==> config.mk <==
export PLATFORM = sky130hd
export DESIGN_NAME = box_iou_threshold_label
export DESIGN_NICKNAME = d
export VERILOG_FILES = /design/src/rtl/biou_pkg.sv /design/src/rtl/biou_geom.sv /design/src/rtl/biou_match.sv /design/src/rtl/biou_div.sv /design/src/rtl/box_iou_threshold_label.sv
export SDC_FILE = /design/constraint.sdc
export NUM_CORES = 2
export LEC_CHECK = 0
export BUFFER_PORTS_ARGS = -buffer_cell sky130_fd_sc_hd__buf_4
export CAP_MARGIN = 20
export CORE_UTILIZATION = 33
export CTS_CLUSTER_DIAMETER = 40
export DETAILED_ROUTE_END_ITERATION = 7
export HOLD_SLACK_MARGIN = 0.15
export SYNTH_ARGS = -nofsm -noshare
export SYNTH_HDL_FRONTEND = slang
export SYNTH_SLANG_ARGS = --single-unit
export TNS_END_PERCENT = 5
==> constraint.sdc <==
create_clock -name clock -period 27.6 [get_ports clock]
set_clock_uncertainty 0.1 [all_clocks]
set_input_delay 5.52 -clock clock [delete_from_list [all_inputs] [get_ports clock]]
set_output_delay 5.52 -clock clock [all_outputs]
set_load 0.01 [all_outputs]
==> src/rtl/biou_pkg.sv <==
`default_nettype none

package biou_pkg;

   localparam int unsigned FRAC_BITS  = 16;
   localparam int unsigned RATIO_BITS = FRAC_BITS + 1;
   localparam int unsigned THR_BITS   = 17;

   localparam logic [THR_BITS-1:0]   THR_RESET = 17'd32768;
   localparam logic [RATIO_BITS-1:0] RATIO_ONE = 17'd65536;

   typedef struct packed {
      logic is_match;
      logic degenerate;
   } flags_type;

endpackage

`default_nettype wire

==> src/rtl/biou_geom.sv <==
`default_nettype none

module biou_geom #(
   parameter int unsigned COORD_BITS = 12
) (
   input  logic                    clock,
   input  logic                    reset,
   input  logic                    in_valid,
   output logic                    in_ready,
   input  logic [COORD_BITS-1:0]   ref_xmin,
   input  logic [COORD_BITS-1:0]   ref_ymin,
   input  logic [COORD_BITS-1:0]   ref_xmax,
   input  logic [COORD_BITS-1:0]   ref_ymax,
   input  logic [COORD_BITS-1:0]   cand_xmin,
   input  logic [COORD_BITS-1:0]   cand_ymin,
   input  logic [COORD_BITS-1:0]   cand_xmax,
   input  logic [COORD_BITS-1:0]   cand_ymax,
   output logic                    out_valid,
   input  logic                    out_ready,
   output logic [2*COORD_BITS-1:0] inter_area,
   output logic [2*COORD_BITS-1:0] ref_area,
   output logic [2*COORD_BITS:0]   uni_area,
   output logic                    degen
);

   localparam int unsigned CW = COORD_BITS;
   localparam int unsigned AW = 2 * CW + 2;
   localparam int unsigned UW = 2 * CW + 3;

   logic en1, en2, en3;

   // stage 1: intersection extents and box sides
   logic [CW-1:0] x_lo, x_hi, y_lo, y_hi;
   logic [CW:0]   x_dif, y_dif;
   logic [CW-1:0] ix_in, iy_in;
   logic [CW:0]   rw_in, rh_in, cw_in, ch_in;
   logic          s1_valid_ff;
   logic [CW-1:0] ix_ff, iy_ff;
   logic [CW:0]   rw_ff, rh_ff, cw_ff, ch_ff;

   always_comb begin
      x_lo  = (ref_xmin > cand_xmin) ? ref_xmin : cand_xmin;
      x_hi  = (ref_xmax < cand_xmax) ? ref_xmax : cand_xmax;
      y_lo  = (ref_ymin > cand_ymin) ? ref_ymin : cand_ymin;
      y_hi  = (ref_ymax < cand_ymax) ? ref_ymax : cand_ymax;
      x_dif = {1'b0, x_hi} - {1'b0, x_lo};
      y_dif = {1'b0, y_hi} - {1'b0, y_lo};
      // clamp a negative overlap to zero
      ix_in = x_dif[CW] ? '0 : x_dif[CW-1:0];
      iy_in = y_dif[CW] ? '0 : y_dif[CW-1:0];
      rw_in = {1'b0, ref_xmax} - {1'b0, ref_xmin};
      rh_in = {1'b0, ref_ymax} - {1'b0, ref_ymin};
      cw_in = {1'b0, cand_xmax} - {1'b0, cand_xmin};
      ch_in = {1'b0, cand_ymax} - {1'b0, cand_ymin};
   end

   // stage 2: areas
   logic [2*CW-1:0] inter_in;
   logic [AW-1:0]   ref_in, cand_in;
   logic            s2_valid_ff;
   logic [2*CW-1:0] inter2_ff;
   logic [AW-1:0]   ref2_ff, cand2_ff;

   always_comb begin
      inter_in = {{CW{1'b0}}, ix_ff} * {{CW{1'b0}}, iy_ff};
      ref_in   = $signed({{(CW+1){rw_ff[CW]}}, rw_ff}) *
                 $signed({{(CW+1){rh_ff[CW]}}, rh_ff});
      cand_in  = $signed({{(CW+1){cw_ff[CW]}}, cw_ff}) *
                 $signed({{(CW+1){ch_ff[CW]}}, ch_ff});
   end

   // stage 3: union and degenerate check
   logic [UW-1:0]   uni_in;
   logic            degen_in;
   logic            s3_valid_ff;
   logic [2*CW-1:0] inter3_ff, ref3_ff;
   logic [2*CW:0]   union3_ff;
   logic            degen3_ff;

   always_comb begin
      uni_in   = {ref2_ff[AW-1], ref2_ff} + {cand2_ff[AW-1], cand2_ff} -
                 {3'b000, inter2_ff};
      degen_in = ref2_ff[AW-1] || (ref2_ff == '0) || uni_in[UW-1] || (uni_in == '0);
   end

   assign en3      = !s3_valid_ff || out_ready;
   assign en2      = !s2_valid_ff || en3;
   assign en1      = !s1_valid_ff || en2;
   assign in_ready = en1;

   always_ff @(posedge clock) begin
      if (reset) begin
         s1_valid_ff <= 1'b0;
         s2_valid_ff <= 1'b0;
         s3_valid_ff <= 1'b0;
      end else begin
         if (en1) s1_valid_ff <= in_valid;
         if (en2) s2_valid_ff <= s1_valid_ff;
         if (en3) s3_valid_ff <= s2_valid_ff;
      end
   end

   always_ff @(posedge clock) begin
      if (en1) begin
         ix_ff <= ix_in;
         iy_ff <= iy_in;
         rw_ff <= rw_in;
         rh_ff <= rh_in;
         cw_ff <= cw_in;
         ch_ff <= ch_in;
      end
      if (en2) begin
         inter2_ff <= inter_in;
         ref2_ff   <= ref_in;
         cand2_ff  <= cand_in;
      end
      if (en3) begin
         inter3_ff <= inter2_ff;
         ref3_ff   <= ref2_ff[2*CW-1:0];
         union3_ff <= uni_in[2*CW:0];
         degen3_ff <= degen_in;
      end
   end

   assign out_valid  = s3_valid_ff;
   assign inter_area = inter3_ff;
   assign ref_area   = ref3_ff;
   assign uni_area   = union3_ff;
   assign degen      = degen3_ff;

endmodule

`default_nettype wire

==> src/rtl/biou_match.sv <==
`default_nettype none

module biou_match #(
   parameter int unsigned COORD_BITS = 12
) (
   input  logic                          clock,
   input  logic                          reset,
   input  logic [biou_pkg::THR_BITS-1:0] threshold,
   input  logic                          in_valid,
   output logic                          in_ready,
   input  logic [2*COORD_BITS-1:0]       inter_area,
   input  logic [2*COORD_BITS-1:0]       ref_area,
   input  logic [2*COORD_BITS:0]         uni_area,
   input  logic                          degen,
   output logic                          out_valid,
   input  logic                          out_ready,
   output logic [2*COORD_BITS-1:0]       dividend,
   output logic [2*COORD_BITS-1:0]       divisor,
   output biou_pkg::flags_type           flags
);

   import biou_pkg::*;

   localparam int unsigned CW   = COORD_BITS;
   localparam int unsigned NW   = 2 * CW;
   localparam int unsigned PW   = 2 * CW + 1 + THR_BITS;
   localparam int unsigned LPAD = PW - NW - FRAC_BITS;

   logic ena, enb;

   // stage A: threshold times union
   logic [PW-1:0] prod_in;
   logic          a_valid_ff;
   logic [PW-1:0] prod_ff;
   logic [NW-1:0] inter_a_ff, ref_a_ff;
   logic          degen_a_ff;

   assign prod_in = {{(NW+1){1'b0}}, threshold} * {{THR_BITS{1'b0}}, uni_area};

   // stage B: compare inter * 2^16 against it, prepare divider operands
   logic [PW-1:0] lhs;
   flags_type     flags_in;
   logic [NW-1:0] dividend_in, divisor_in;
   logic          b_valid_ff;
   logic [NW-1:0] dividend_ff, divisor_ff;
   flags_type     flags_ff;

   always_comb begin
      lhs                 = {{LPAD{1'b0}}, inter_a_ff, {FRAC_BITS{1'b0}}};
      flags_in.degenerate = degen_a_ff;
      flags_in.is_match   = !degen_a_ff && (lhs > prod_ff);
      // force a zero quotient for a degenerate pair
      dividend_in         = degen_a_ff ? '0 : inter_a_ff;
      divisor_in          = degen_a_ff ? {{(NW-1){1'b0}}, 1'b1} : ref_a_ff;
   end

   assign enb      = !b_valid_ff || out_ready;
   assign ena      = !a_valid_ff || enb;
   assign in_ready = ena;

   always_ff @(posedge clock) begin
      if (reset) begin
         a_valid_ff <= 1'b0;
         b_valid_ff <= 1'b0;
      end else begin
         if (ena) a_valid_ff <= in_valid;
         if (enb) b_valid_ff <= a_valid_ff;
      end
   end

   always_ff @(posedge clock) begin
      if (ena) begin
         prod_ff    <= prod_in;
         inter_a_ff <= inter_area;
         ref_a_ff   <= ref_area;
         degen_a_ff <= degen;
      end
      if (enb) begin
         dividend_ff <= dividend_in;
         divisor_ff  <= divisor_in;
         flags_ff    <= flags_in;
      end
   end

   assign out_valid = b_valid_ff;
   assign dividend  = dividend_ff;
   assign divisor   = divisor_ff;
   assign flags     = flags_ff;

endmodule

`default_nettype wire

==> src/rtl/biou_div.sv <==
`default_nettype none

module biou_div #(
   parameter int unsigned WIDTH = 24
) (
   input  logic                            clock,
   input  logic                            reset,
   input  logic                            in_valid,
   output logic                            in_ready,
   input  logic [WIDTH-1:0]                dividend,
   input  logic [WIDTH-1:0]                divisor,
   input  biou_pkg::flags_type             flags_in,
   output logic                            out_valid,
   input  logic                            out_ready,
   output logic [biou_pkg::RATIO_BITS-1:0] quotient,
   output biou_pkg::flags_type             flags_out
);

   import biou_pkg::*;

   // one quotient bit per stage; the dividend never exceeds the divisor,
   // so the top bit needs no shift and every remainder stays below the divisor
   localparam int unsigned NSTG = RATIO_BITS;

   logic                  v_ff   [NSTG];
   logic [WIDTH-1:0]      rem_ff [NSTG];
   logic [WIDTH-1:0]      dvs_ff [NSTG];
   logic [RATIO_BITS-1:0] q_ff   [NSTG];
   flags_type             flg_ff [NSTG];
   logic                  en     [NSTG+1];

   assign en[NSTG] = out_ready;

   genvar j;
   generate
      for (j = 0; j < NSTG; j++) begin : g_stage
         logic                  v_prev;
         logic [WIDTH:0]        trial;
         logic [WIDTH-1:0]      dvs_prev;
         logic [RATIO_BITS-1:0] q_prev;
         flags_type             flg_prev;
         logic [WIDTH:0]        diff;
         logic                  qbit;
         logic [WIDTH-1:0]      rem_in;
         logic [RATIO_BITS-1:0] q_in;

         if (j == 0) begin : g_first
            assign v_prev   = in_valid;
            assign trial    = {1'b0, dividend};
            assign dvs_prev = divisor;
            assign q_prev   = '0;
            assign flg_prev = flags_in;
         end else begin : g_next
            assign v_prev   = v_ff[j-1];
            assign trial    = {rem_ff[j-1], 1'b0};
            assign dvs_prev = dvs_ff[j-1];
            assign q_prev   = q_ff[j-1];
            assign flg_prev = flg_ff[j-1];
         end

         always_comb begin
            diff   = trial - {1'b0, dvs_prev};
            qbit   = (trial >= {1'b0, dvs_prev});
            rem_in = qbit ? diff[WIDTH-1:0] : trial[WIDTH-1:0];
            q_in   = {q_prev[RATIO_BITS-2:0], qbit};
         end

         assign en[j] = !v_ff[j] || en[j+1];

         always_ff @(posedge clock) begin
            if (reset) begin
               v_ff[j] <= 1'b0;
            end else if (en[j]) begin
               v_ff[j] <= v_prev;
            end
         end

         always_ff @(posedge clock) begin
            if (en[j]) begin
               rem_ff[j] <= rem_in;
               dvs_ff[j] <= dvs_prev;
               q_ff[j]   <= q_in;
               flg_ff[j] <= flg_prev;
            end
         end
      end
   endgenerate

   assign in_ready  = en[0];
   assign out_valid = v_ff[NSTG-1];
   assign quotient  = q_ff[NSTG-1];
   assign flags_out = flg_ff[NSTG-1];

endmodule

`default_nettype wire

==> src/rtl/box_iou_threshold_label.sv <==
// Box overlap scorer: compares a reference box with a candidate box.
// Request channel (req_valid/req_ready) carries both boxes as corner
// coordinates; response channel (rsp_valid/rsp_ready) returns the match
// label, the intersection over reference-area ratio (Q1.16, max 1.0) and
// a degenerate flag. The csr channel writes the Q1.16 IoU threshold; it is
// always ready and should only be written while no request is in flight.
// Throughput: one request per cycle, sustained while rsp_ready stays high.
// Pipeline: 22 register stages: three stages of extents, areas and union,
// two stages of threshold multiply and compare, and seventeen stages of a
// restoring divider, one ratio bit per stage.
// Each stage advances when it is empty or the next one advances, so when
// the receiver stalls the results stay put, empty slots upstream still
// fill, and req_ready drops only once the whole pipeline is full.
// Reset (synchronous) empties the pipeline and sets the threshold to 0.5.
`default_nettype none

module box_iou_threshold_label #(
   parameter int unsigned COORD_BITS = 12
) (
   input  logic                            clock,
   input  logic                            reset,
   input  logic                            csr_valid,
   output logic                            csr_ready,
   input  logic [biou_pkg::THR_BITS-1:0]   csr_iou_threshold,
   input  logic                            req_valid,
   output logic                            req_ready,
   input  logic [COORD_BITS-1:0]           req_ref_xmin,
   input  logic [COORD_BITS-1:0]           req_ref_ymin,
   input  logic [COORD_BITS-1:0]           req_ref_xmax,
   input  logic [COORD_BITS-1:0]           req_ref_ymax,
   input  logic [COORD_BITS-1:0]           req_cand_xmin,
   input  logic [COORD_BITS-1:0]           req_cand_ymin,
   input  logic [COORD_BITS-1:0]           req_cand_xmax,
   input  logic [COORD_BITS-1:0]           req_cand_ymax,
   output logic                            rsp_valid,
   input  logic                            rsp_ready,
   output logic                            rsp_is_match,
   output logic [biou_pkg::RATIO_BITS-1:0] rsp_overlap_ratio,
   output logic                            rsp_degenerate
);

   import biou_pkg::*;

   localparam int unsigned NW = 2 * COORD_BITS;

   logic [THR_BITS-1:0] thr_ff;

   always_ff @(posedge clock) begin
      if (reset) begin
         thr_ff <= THR_RESET;
      end else if (csr_valid) begin
         thr_ff <= csr_iou_threshold;
      end
   end

   assign csr_ready = 1'b1;

   logic          geo_valid, geo_ready;
   logic [NW-1:0] geo_inter, geo_ref;
   logic [NW:0]   geo_union;
   logic          geo_degen;

   biou_geom #(
      .COORD_BITS (COORD_BITS)
   ) u_geom (
      .clock      (clock),
      .reset      (reset),
      .in_valid   (req_valid),
      .in_ready   (req_ready),
      .ref_xmin   (req_ref_xmin),
      .ref_ymin   (req_ref_ymin),
      .ref_xmax   (req_ref_xmax),
      .ref_ymax   (req_ref_ymax),
      .cand_xmin  (req_cand_xmin),
      .cand_ymin  (req_cand_ymin),
      .cand_xmax  (req_cand_xmax),
      .cand_ymax  (req_cand_ymax),
      .out_valid  (geo_valid),
      .out_ready  (geo_ready),
      .inter_area (geo_inter),
      .ref_area   (geo_ref),
      .uni_area   (geo_union),
      .degen      (geo_degen)
   );

   logic          cmp_valid, cmp_ready;
   logic [NW-1:0] cmp_dividend, cmp_divisor;
   flags_type     cmp_flags;

   biou_match #(
      .COORD_BITS (COORD_BITS)
   ) u_match (
      .clock      (clock),
      .reset      (reset),
      .threshold  (thr_ff),
      .in_valid   (geo_valid),
      .in_ready   (geo_ready),
      .inter_area (geo_inter),
      .ref_area   (geo_ref),
      .uni_area   (geo_union),
      .degen      (geo_degen),
      .out_valid  (cmp_valid),
      .out_ready  (cmp_ready),
      .dividend   (cmp_dividend),
      .divisor    (cmp_divisor),
      .flags      (cmp_flags)
   );

   flags_type out_flags;

   biou_div #(
      .WIDTH (NW)
   ) u_div (
      .clock     (clock),
      .reset     (reset),
      .in_valid  (cmp_valid),
      .in_ready  (cmp_ready),
      .dividend  (cmp_dividend),
      .divisor   (cmp_divisor),
      .flags_in  (cmp_flags),
      .out_valid (rsp_valid),
      .out_ready (rsp_ready),
      .quotient  (rsp_overlap_ratio),
      .flags_out (out_flags)
   );

   assign rsp_is_match   = out_flags.is_match;
   assign rsp_degenerate = out_flags.degenerate;

   a_degen_clears : assert property (@(posedge clock) disable iff (reset)
      rsp_valid && rsp_degenerate |-> (rsp_overlap_ratio == '0) && !rsp_is_match)
      else $error("degenerate response carries a ratio or a match");

   a_ratio_cap : assert property (@(posedge clock) disable iff (reset)
      rsp_valid |-> rsp_overlap_ratio <= RATIO_ONE)
      else $error("overlap ratio above one");

   a_thr_reset : assert property (@(posedge clock)
      reset |=> thr_ff == THR_RESET)
      else $error("threshold not at its reset value after reset");

endmodule

`default_nettype wire
======== Yosys cells after proc, flatten, opt, wreduce, memory -nomap -nowiden ========
Memories as Yosys holds them, arrays and structs flattened.
Cells that the tools add are included.
W data, S select, Z words.
cells by class
  $add $sub $neg .......................... 25
  multipliers ............................. 4
  div/mod/pow operators ................... 0
  magnitude comparators ................... 22
  equality and inequality tests ........... 0
  shifts and indexed selects .............. 0
  mux-type cells .......................... 108
  bitwise logic cells ..................... 17
  reductions and logical operators ........ 51
operators by type and width
  operator             number
  $mux W24             17
  $sub A24 B24 Y24     17
  $ge A25 B24 Y1       16
  $mux W1              87
  $sub A12 B12 Y13     6
  $mul A13 B13 Y26     2
  $mux W12             4
  $gt A40 B42 Y1       1
  $mul A17 B25 Y42     1
  $add A26 B26 Y27     1
  $logic_not A27 Y1    1
  $sub A27 B24 Y27     1
  $logic_not A26 Y1    1
  $logic_or A1 B1 Y1   25
  $ge A24 B24 Y1       1
  $gt A12 B12 Y1       2
  $lt A12 B12 Y1       2
  $mul A12 B12 Y24     1
  $logic_not A1 Y1     23
  $or A1 B1 Y1         17
  $logic_and A1 B1 Y1  1
storage, ports and cells
  register bits after elaboration ......... 389
  bits in latches ......................... 0
  bits in writable memories ............... 1156
  bits in read-only memories .............. 0
  input bits .............................. 118
  word-level logic and storage cells ...... 259
  memories ................................ 5
memories
  memory        words  bits a word  read ports  clocked after memory_dff  wr ports  RTL line        RTL
  u_div.dvs_ff  17     24           16          0                         17        biou_div.sv:27  logic [WIDTH-1:0] dvs_ff [NSTG];
  u_div.rem_ff  17     24           16          0                         17        biou_div.sv:26  logic [WIDTH-1:0] rem_ff [NSTG];
  u_div.q_ff    17     17           17          0                         17        biou_div.sv:28  logic [RATIO_BITS-1:0] q_ff [NSTG];
  u_div.flg_ff  17     2            17          0                         17        biou_div.sv:29  flags_type flg_ff [NSTG];
  u_div.v_ff    17     1            17          0                         17        biou_div.sv:25  logic v_ff [NSTG];

======== Logic depth before layout (Yosys ltp) ========
An unclocked memory read counts as a cell.
  depth in word-level cells ............... 24
  mapped depth ............................ 27
  gate-level depth less buffers ........... 25

======== Cells and area by module ========
A second synthesis with hierarchy kept.
second synthesis, totals
  cells, all modules ...................... 9781
  area, all modules ....................... 104819.3 µm²
by module, submodules not included
  module                   times used  cells each  area each (µm²)  seq. area each (µm²)
  biou_div                 1           4658        54224.5          29188.0
  biou_geom                1           3120        30779.5          6846.6
  biou_match               1           1946        19187.2          4274.1
  box_iou_threshold_label  1           57          628.1            340.3

======== Worst setup path before layout ========
Ideal clock, no wire load.
  path kind ............................... input-to-output
  start ................................... in rsp_ready
  end ..................................... out req_ready
  data arrival time ....................... 12.767 ns
  setup slack ............................. 9.213 ns
  stages .................................. 12
  cell sequence ........................... and2b_1 nand2_1 nor2_1 and2_1 buf_2 and3_1 inv_1 nor3_2 inv_1 nor2_1 and3_1 nand3_1
RTL lines
  element      RTL line                       RTL
  from (decl)  box_iou_threshold_label.sv:36  input logic rsp_ready,
  to (decl)    box_iou_threshold_label.sv:26  output logic req_ready,

==> summary.md <==
| Metric | Value |
|---|---|
| Layout Cells excl Fill | 13920 |
| Wire per inst | 17.09 um |
| Yosys top cell by area | edfxtp_1 |
| Fraction of layout cells with a size suffix above 1 | 8.902% |
| CP startpoint | rsp_ready |
| Synthesis-stage register bit count | 1361 |
| Global placer's final weighted congestion | 0.8890 |
| Worst reg2reg setup slack | 19.80 ns |
| Yosys cell types | 92 |
| I/O Buffers | 138 |
| Crit path max-delay family | simple AND/OR/NAND/NOR gates |
| Die height | 558.8 um |
| Fin crit period | 16.39 ns |
| # resized after CTS | 0 |
| CTS tree | built |
| Worst path cell trace | buf_4 -> and2b_1 -> nand2_4 -> nor2_1 -> and2_1 -> and3_1 -> inv_2 -> buf_4 -> nor3_2 -> inv_2 -> buf_4 -> nor2_1 -> and3_1 -> nand3_4 -> buf_4 -> buf_4 |
| Routed vias/inst | 4.808 |
| Maxcap violations | 0 |
| Most frequent CP cell | buf_4 |
| Period utilization | 59.37% |
| Die Wd | 558.8 um |
| Asr flop ratio synth | 0% |
| CP bufs+invs | 7 |
| Clock tree sinks | 1361 |
| Hpwl dp | 186.6 mm |
| Synth area leaders | edfxtp_1 (39%), fa_1 (16%), ha_1 (11%) |
| Slowest stage delay, CP | 0.74 ns |
| FF-to-FF End | u_match.prod_ff[40]$_DFFE_PP_ |
| CTS Hold Buffers Added | 0 |
| RSZ-0062 raised after global routing | no |
| Finish-stage setup viols | 0 |
| Worst path required time | 21.98 ns |
| Most used DFF post-synth | edfxtp_1 |
| DP Cell Count | 13500 |
| Worst reg-to-reg path cell count | 25 |
| Max Root-Sink Buffers | 4 |
| Post-Syn Instances | 9397 |
| Final TNS setup | 0 ns |
| Endpoints failing hold | 0 |
| Worst rel slew slack | 29.67% |
| Yosys warning count | 0 |
| Clock transition at the registers of the reported paths | 0.05 ns |
| Worst setup SP type | primary input |
| Levels on crit path | 16 |
| Most frequent cell after synthesis | inv_1 |
| Seq/Total Area, Yosys | 39.73% |
| Core area | 0.3086 mm^2 |
| CTS Buf Count | 221 |
| Vias in the first global route | 70600 |
| Final core occ | 37.54% |
| Initial DRC count | 3762 |
| H-tree Lvls | 4 |
| Avg Synthesized Cell Area | 10.89 um^2 |
| Critical path class | primary input to primary output |
| Clock Tree Root | clkbuf_16 |
| All-layer global routing usage | 15.21% |
| Outcome | finished, final reports clean |
| Fill cells | 29830 |
| Starting Density | 33.16% |
| Reg2reg start | thr_ff[2]$_SDFFE_PP0P_ |
| Fmax achieved | 61.03 MHz |
| Worst min path class | flop to flop |
| Die area | 0.3123 mm^2 |
| Worst slew pin tran | 1.055 ns |
| Crit-path slowest cell | buf_4 |
| Critical path endpoint | req_ready |
| Max Slew Vio Count | 0 |
| Clock latency on the worst-skew pair | 0.90 ns |
| Cell Rows | 204 |
| Worst Path Max Fanout | 78 |
| Largest net degree at the start of global routing | 79 |
| Post-Route WL | 237.9 mm |
| Crit. End Element | primary output |
| Post-Syn Nets | 11220 |
| IO Count | 140 |
| Post-synthesis cell area | 0.1023 mm^2 |
| Initial antenna violation count | 3 |
| Synth-to-layout area growth | 13.23% |
| Post-synth EDFFs | 1339 |
| Most common library cells after synthesis | inv_1 (1652), edfxtp_1 (1339), ha_1 (890), nand2_1 (863), fa_1 (814) |
| Final routed DRC violation total | 0 |
| Setup Buffers After CTS | 0 |
| GRT Residual Overflow | 0 |
| TritonRoute pass-1 iters | 6 |
| First-pass GRT wire length | 379.4 mm |
| Post-DRT Antenna Nets | 0 |
| # nets final | 11430 |
| Yosys top cell area share | 39.30% |
| Worst Path Arrival | 10.77 ns |
| Vias | 66920 |
## layer usage
| layer | track usage (%) | vias to the layer above | part of all wire (%) |
|---|---|---|---|
| li1 | - | 31990 | - |
| met1 | 18.00 | 33000 | 41 |
| met2 | 27.98 | 1489 | 51 |
| met3 | 1.952 | 437 | 4.1 |
| met4 | 5.475 | 0 | 3.6 |
| met5 | 0 | - | 0 |
## state kept, by name (all words and copies together), names as in the netlist, 25 cells and up
register and flops:
u_geom.cand2_ff 26, u_geom.uni_area 25, u_match.prod_ff 42, u_geom.ref2_ff 26, u_div.dvs_ff 384, u_div.rem_ff 384, u_div.flg_ff 34, u_div.q_ff 153
## metrics by stage
stage               worst slack, ns  area [um^2]  hold WS [ns]
floorplan                     9.213       102300        0.3003
detailed placement            11.11       108200        0.3045
global placement              11.23       108200        0.3003
CTS                           11.09       115700        0.2414
finish                        11.21       115900        0.2470
global route                  10.74       115900        0.2851
## worst reg2reg max path, cell delays in order, from the launching register on
cell       delay (ns)
dfxtp_1          0.70
buf_4            0.38
nand2_1          0.13
fa_1             0.55
inv_1            0.05
fa_1             0.54
inv_1            0.06
fa_1             0.49
inv_1            0.06
fa_1             0.45
fa_1             0.51
inv_1            0.04
fa_1             0.52
inv_1            0.05
ha_1             0.37
a21o_1           0.20
a21o_1           0.18
a2111oi_0        0.48
nand3_1          0.26
nand3_1          0.18
nand2_1          0.14
a221o_1          0.39
a41oi_2          0.25
a211oi_1         0.13
a41oi_1          0.26
xnor2_1          0.09
## final cells by class
type	instances	area, um^2	share of cell area, %
multi-input cells	6159	54630	47.15
flip-flops and latches	1361	40650	35.09
inverters	1652	6201	5.352
clock buffers	233	5639	4.867
well taps	4120	5155	4.449
clock inverters	178	1886	1.628
repair buffers	213	1692	1.460
diodes	3	7.507	0.006480
## cell families after synthesis
group | count (synthesis) | share of synthesized area (%)
multiplexers | 252 | 2.696
AO/OA/AOI/OAI | 1421 | 8.889
XOR/XNOR | 446 | 3.818
other | 1 | 0.003665
flip-flops | 1361 | 39.73
adder cells (fa/ha/maj) | 1704 | 26.81
AND/OR/NAND/NOR | 2335 | 11.10
buffers and inverters | 1877 | 6.954
## worst min path at each step
| stage | cells after the start | start | end |
|---|---|---|---|
| after floorplan | 0 | u_match.flags[0]$_DFFE_PP_ | u_div.flg_ff[0][0]$_DFFE_PP_ |
| final | 0 | u_div.q_ff[1][71]$_DFFE_PP_ | u_div.q_ff[1][89]$_DFFE_PP_ |
| after global placement | 0 | u_geom.ref_area[17]$_DFFE_PP_ | u_match.ref_a_ff[17]$_DFFE_PP_ |
| after global routing | 0 | u_div.dvs_ff[0][3]$_DFFE_PP_ | u_div.dvs_ff[0][27]$_DFFE_PP_ |
| after CTS | 0 | u_div.q_ff[1][71]$_DFFE_PP_ | u_div.q_ff[1][89]$_DFFE_PP_ |
| after detailed placement | 0 | u_match.flags[0]$_DFFE_PP_ | u_div.flg_ff[0][0]$_DFFE_PP_ |
## cells in the final DEF (no fill, tap or decap), drive strengths merged, types with 233 or more instances in the layout
cell,count
inv,1707
fa,814
clkbuf,233
ha,890
o21ai,305
and2,365
nor2,397
a21oi,455
xnor2,304
nand2,864
edfxtp,1339
Power is not shown: default switching activity piles up to over one toggle a cycle in this logic, so the estimate is an artifact.
